## src/rtl/m4vt_pkg.sv

```systemverilog
`default_nettype none

package m4vt_pkg;

	// sizes of the datapath
	localparam int NUM_LANES = 4;
	localparam int NUM_COLS  = 4;
	localparam int NUM_REGS  = 8;
	localparam int WORD_W    = 32;
	localparam int REG_W     = 64;
	localparam int IDX_W     = 4;
	localparam int SLOT_W    = 3;
	localparam int PROD_W    = 2 * WORD_W;
	localparam int PAIR_W    = PROD_W + 1;
	localparam int SUM_W     = PROD_W + 2;

	// configuration register indexes
	typedef enum logic [SLOT_W-1:0] {
		REG_COEF_A_B = 3'd0,
		REG_COEF_C_D = 3'd1,
		REG_COEF_E_F = 3'd2,
		REG_COEF_G_H = 3'd3,
		REG_COEF_I_J = 3'd4,
		REG_COEF_K_L = 3'd5,
		REG_COEF_M_N = 3'd6,
		REG_COEF_O_P = 3'd7
	} reg_idx_t;

	typedef logic signed [WORD_W-1:0] word_t;
	typedef word_t [NUM_COLS-1:0] vec_t;
	typedef vec_t [NUM_LANES-1:0] mat_t;
	typedef logic signed [SUM_W-1:0] sum_t;

endpackage

`default_nettype wire

```

## src/rtl/m4vt_coef_bank.sv

```systemverilog
`default_nettype none

module m4vt_coef_bank #(
	parameter int FRAC_BITS = 16
) (
	input  wire logic                          clk,
	input  wire logic                          arst_n,
	input  wire logic                          cfg_we,
	input  wire logic [m4vt_pkg::IDX_W-1:0]    cfg_index,
	input  wire logic [m4vt_pkg::REG_W-1:0]    cfg_data,
	output m4vt_pkg::mat_t                     coef
);

	localparam logic [m4vt_pkg::REG_W-1:0] ONE_LO = m4vt_pkg::REG_W'(1) << FRAC_BITS;
	localparam logic [m4vt_pkg::REG_W-1:0] ONE_HI = ONE_LO << m4vt_pkg::WORD_W;

	logic [m4vt_pkg::REG_W-1:0] regs_q [m4vt_pkg::NUM_REGS];

	// register file, identity matrix after reset, writes past the last index dropped
	always_ff @(posedge clk or negedge arst_n) begin
		if (!arst_n) begin
			regs_q[m4vt_pkg::REG_COEF_A_B] <= ONE_HI;
			regs_q[m4vt_pkg::REG_COEF_C_D] <= '0;
			regs_q[m4vt_pkg::REG_COEF_E_F] <= ONE_LO;
			regs_q[m4vt_pkg::REG_COEF_G_H] <= '0;
			regs_q[m4vt_pkg::REG_COEF_I_J] <= '0;
			regs_q[m4vt_pkg::REG_COEF_K_L] <= ONE_HI;
			regs_q[m4vt_pkg::REG_COEF_M_N] <= '0;
			regs_q[m4vt_pkg::REG_COEF_O_P] <= ONE_LO;
		end else if (cfg_we && (cfg_index < m4vt_pkg::IDX_W'(m4vt_pkg::NUM_REGS))) begin
			regs_q[cfg_index[m4vt_pkg::SLOT_W-1:0]] <= cfg_data;
		end
	end

	// unpack into rows and columns, even column in the upper half
	always_comb begin
		for (int r = 0; r < m4vt_pkg::NUM_LANES; r++) begin
			for (int c = 0; c < m4vt_pkg::NUM_COLS; c++) begin
				if ((c % 2) == 0) begin
					coef[r][c] = regs_q[m4vt_pkg::SLOT_W'(2 * r + c / 2)]
						[m4vt_pkg::REG_W-1:m4vt_pkg::WORD_W];
				end else begin
					coef[r][c] = regs_q[m4vt_pkg::SLOT_W'(2 * r + c / 2)]
						[m4vt_pkg::WORD_W-1:0];
				end
			end
		end
	end

endmodule

`default_nettype wire

```

## config.mk

```make
export PLATFORM = sky130hd
export DESIGN_NAME = m4vt_coef_bank
export DESIGN_NICKNAME = d
export VERILOG_FILES = /design/src/rtl/m4vt_pkg.sv /design/src/rtl/m4vt_coef_bank.sv
export SDC_FILE = /design/constraint.sdc
export NUM_CORES = 1
export LEC_CHECK = 0
export BUFFER_PORTS_ARGS = -buffer_cell sky130_fd_sc_hd__buf_4
export CAP_MARGIN = 40
export CORE_AREA = 3 3 226 228
export CTS_CLUSTER_SIZE = 25
export DETAILED_ROUTE_END_ITERATION = 12
export DIE_AREA = 0 0 229 231
export SLEW_MARGIN = 0
export SYNTH_ARGS = -nofsm -noshare
export SYNTH_HDL_FRONTEND = slang
export SYNTH_SLANG_ARGS = --single-unit
```

## constraint.sdc

```tcl
create_clock -name clk -period 1.6 [get_ports clk]
set_input_delay 0 -clock clk [delete_from_list [all_inputs] [get_ports clk]]
set_output_delay 0 -clock clk [all_outputs]
set_load 0.01 [all_outputs]
```

# Word-level counts from Yosys, hierarchy flattened
# Cells that the tools add are included.
# classes
n_reduce_logical	2
bitwise	1
magnitude_cmp	3
n_mul	0
n_mux	3
addsub	0
shift	0
eq_ne	0
div_mod_pow	0
# op_table
cell	n
512-bit bitwise mux	1
64-bit demux with 3-bit select	1
64-bit 2-to-1 mux	1
4-bit greater-or-equal comparator (second input constant)	1
4-bit by 1-bit < comparator with 1-bit output (second input constant)	1
4-bit < comparator (second input constant)	1
3-bit inverter with 4-bit output	1
1-bit logical AND	2
# word_totals
out_inout_bits	512
elab_cells	17
inputBits	71
ramBits	0
ff_bits	512
mem_bits_ro	0
latchBits	0
memories	0

# Longest topological paths before layout
# logic_depth
ltp_word	6
mapped_depth	5
ltp_nobuf	3

# Worst setup path before layout
# No wires, ideal clock.
# synth_timing
kind	input -> register
startpoint	input port cfg_index[3] (netlist name)
endpoint	register regs_q (netlist bit coef[0])
n_path_buf	2
setup_ns	0.125
setup_slack_ns	0.361
cell_stages	5
arrival_ns	1.114
path_cell_list	nor4b_2 > nor2b_1 > buf_4 > buf_6 > mux2_2
# synth_between
elab_chain_len	2
# synth_rtl
element	line_no	rtl
start, declared	m4vt_coef_bank.sv:9	input wire logic [m4vt_pkg::IDX_W-1:0] cfg_index,
4-bit < comparator	m4vt_coef_bank.sv:30	end else if (cfg_we && (cfg_index < m4vt_pkg::IDX_W'(m4vt_pkg::NUM_REGS))) begin
1-bit logical AND	m4vt_coef_bank.sv:30	
end signal, assigned by index	m4vt_coef_bank.sv:31	regs_q[cfg_index[m4vt_pkg::SLOT_W-1:0]] <= cfg_data;
end, declared	m4vt_coef_bank.sv:17	logic [m4vt_pkg::REG_W-1:0] regs_q [m4vt_pkg::NUM_REGS];
# Every way passes these cells.
# A chain may end at the register's enable or synchronous reset.

# Final worst setup path
# layout_timing
startpoint	register regs_q (netlist bit coef[16])
endpoint	output port coef[16] (netlist name)
# layout_lines
element	line_no	rtl
end, declared	m4vt_coef_bank.sv:11	output m4vt_pkg::mat_t coef
# No word-level cell between the ends.

==> run metrics <==
crit-path cells=buf_4; num rows=81; largest net degree at the start of global routing=65; WP data arrival=1.21 ns; max reg flops=256; WL/cell=15.19 um; post-synthesis cell type count=13; fin nets=1290; post-CTS sizing=0; syn avg cell area=14.45 um2; DRC=0; IO Count=583; final count of hold timing violations=0; gpl congestion=0.7272; # diodes=0; Slew Limit Fails=0; Clock Sinks=256; area leader, netlist=dfrtp_1; clock root buffer=clkbuf_16; pre-CTS WS=0.08647 ns; TritonCTS buffer count=28; worst skew pair latency=0.55 ns; die height=231 um; 1st-iter DRT viols=131; P_leak=0.007584 uW; Syn Std Cell Area=11580 um2; Area Overhead vs Synth=33.69%; Largest stage delay, worst path=0.54 ns; RSZ-0062 raised after global routing=no; DIE AREA=52900 um2; DR pass1 iterations=4; Crit. End Element=output pin; PwrDens=1332 nW/um2; synthesis-stage register bit count=256; final worst slack=0.3895 ns; Seq/Total Area, Yosys=55.36%; core footprint=49050 um2; cell family with most CP delay=flip-flops; CTS H-tree depth=1; vias in the first global route=7093; post-layout min period=1.211 ns; CP max stage cell=dfstp_2; synth top area cells=dfrtp_1, mux2_2, buf_4; final WL=28900 um; Tot Pwr=20620 uW; TritonCTS clock tree=done; Synth top area share=54.91%; most common cell after layout, fill and taps aside=buf_4; GRT overflow=0; WP data required=1.60 ns; DP Wirelength=20770 um; Via-to-Cell Ratio=3.560; DR vias=6775; final instance area=15480 um2; max-cap violations=0; warnings from Yosys=0; crit path max fanout=2; starting density of the core=23.60%; Bufs and invs on worst path=1; Cells after Synth=801; Routed Antenna Nets=0; layout cells sized above 1=52.78%; period utilization=75.66%; Clock transition at path regs=0.06 ns; initial antenna violation count=1; overall routing resource usage=10.36%; die width=229 um; critical path type=flop to output pin; fmax=826.1 MHz; Min Hold Slack=0.06008 ns; Worst Hold Class=input port to flop; type of origin of the critical path=flop; run status=finished, final reports clean; worst-case clock buffer depth=3; TNS Setup=0 ns; first-pass GRT wire length=43540 um; DP Area=13930 um2; commonest non-fill, non-tap cells in the layout=buf_4, mux2_2, conb_1, dfrtp_1, dlygate4sd3_1; maximum vdd drop=0.9193 mV; Final Skew=0 ns; Final setup viols=0; PortBufs=326
layer usage:
metal | track usage [%] | share of wire [%] | wire [um] | vias up
met2 | 18.59 | 53 | 15220 | 267
met3 | 2.900 | 6.9 | 2001 | 44
met5 | 0 | 0 | 0 | -
li1 | - | - | - | 3016
met4 | 3.275 | 3.0 | 859 | 0
met1 | 11.94 | 37 | 10820 | 3448
where the power goes:
part | leakage [uW] | switching (uW) | internal (uW)
clock | 0.000433 | 2570 | 3550
sequential | 0.00314 | 817 | 8000
combinational | 0.00402 | 2510 | 3170
total | 0.00758 | 5900 | 14700
per-stage QoR:
step           std cells  utilization, %
3_3_place_gp        1787           28.39
3_5_place_dp        1787           28.39
4_1_cts             1903           31.55
2_1_floorplan       1056               -
5_1_grt             1903           31.55
6_report            1903           31.55
kinds of logic after synthesis:
logic type	Yosys count	share of synthesized area [%]
muxes	256	24.90
and+or+nand+nor	6	0.4756
other	1	0.03239
buffers and inverters	282	19.23
DFF	256	55.36
what timing repair did:
item                                    in CTS  in global routing
endpoints found under the hold margin      511                  0
buffers inserted                             0                  0
hold buffers                                66                  0
endpoints found under the setup margin       0                  0
cells in the mapped netlist, drive strengths merged:
cell    number
conb         1
clkbuf       6
dfstp        2
nand3        1
dfrtp      254
nor3b        1
buf        276
nand2        1
and3b        1
nor2b        1
mux2       256
nor4b        1
area by class of cell:
class / instances / area (um2)
clock inverters: 6 / 48.80
clock buffers: 44 / 830.8
multi-input cells: 518 / 3921
repair buffers: 415 / 3436
well taps: 664 / 830.8
flip-flops and latches: 256 / 6409
fillers: 4967 / 33580
path summary, 6_finish.rpt:
kind | from | to | slack [ns] | cells past startpoint
worst max-delay path | coef[16] | coef[16] | 0.39 | 1
worst min-delay path | cfg_index[1] | coef[28] | 0.06 | 4
worst max register to register | coef[121] | coef[121] | 0.80 | 1
worst min register to register | coef[166] | coef[166] | 0.50 | 1
max in group asynchronous | arst_n | coef[71] | 1.11 | 4
min in group asynchronous | arst_n | coef[168] | 0.08 | 3
Note: power is estimated with default switching activity, not from simulation.
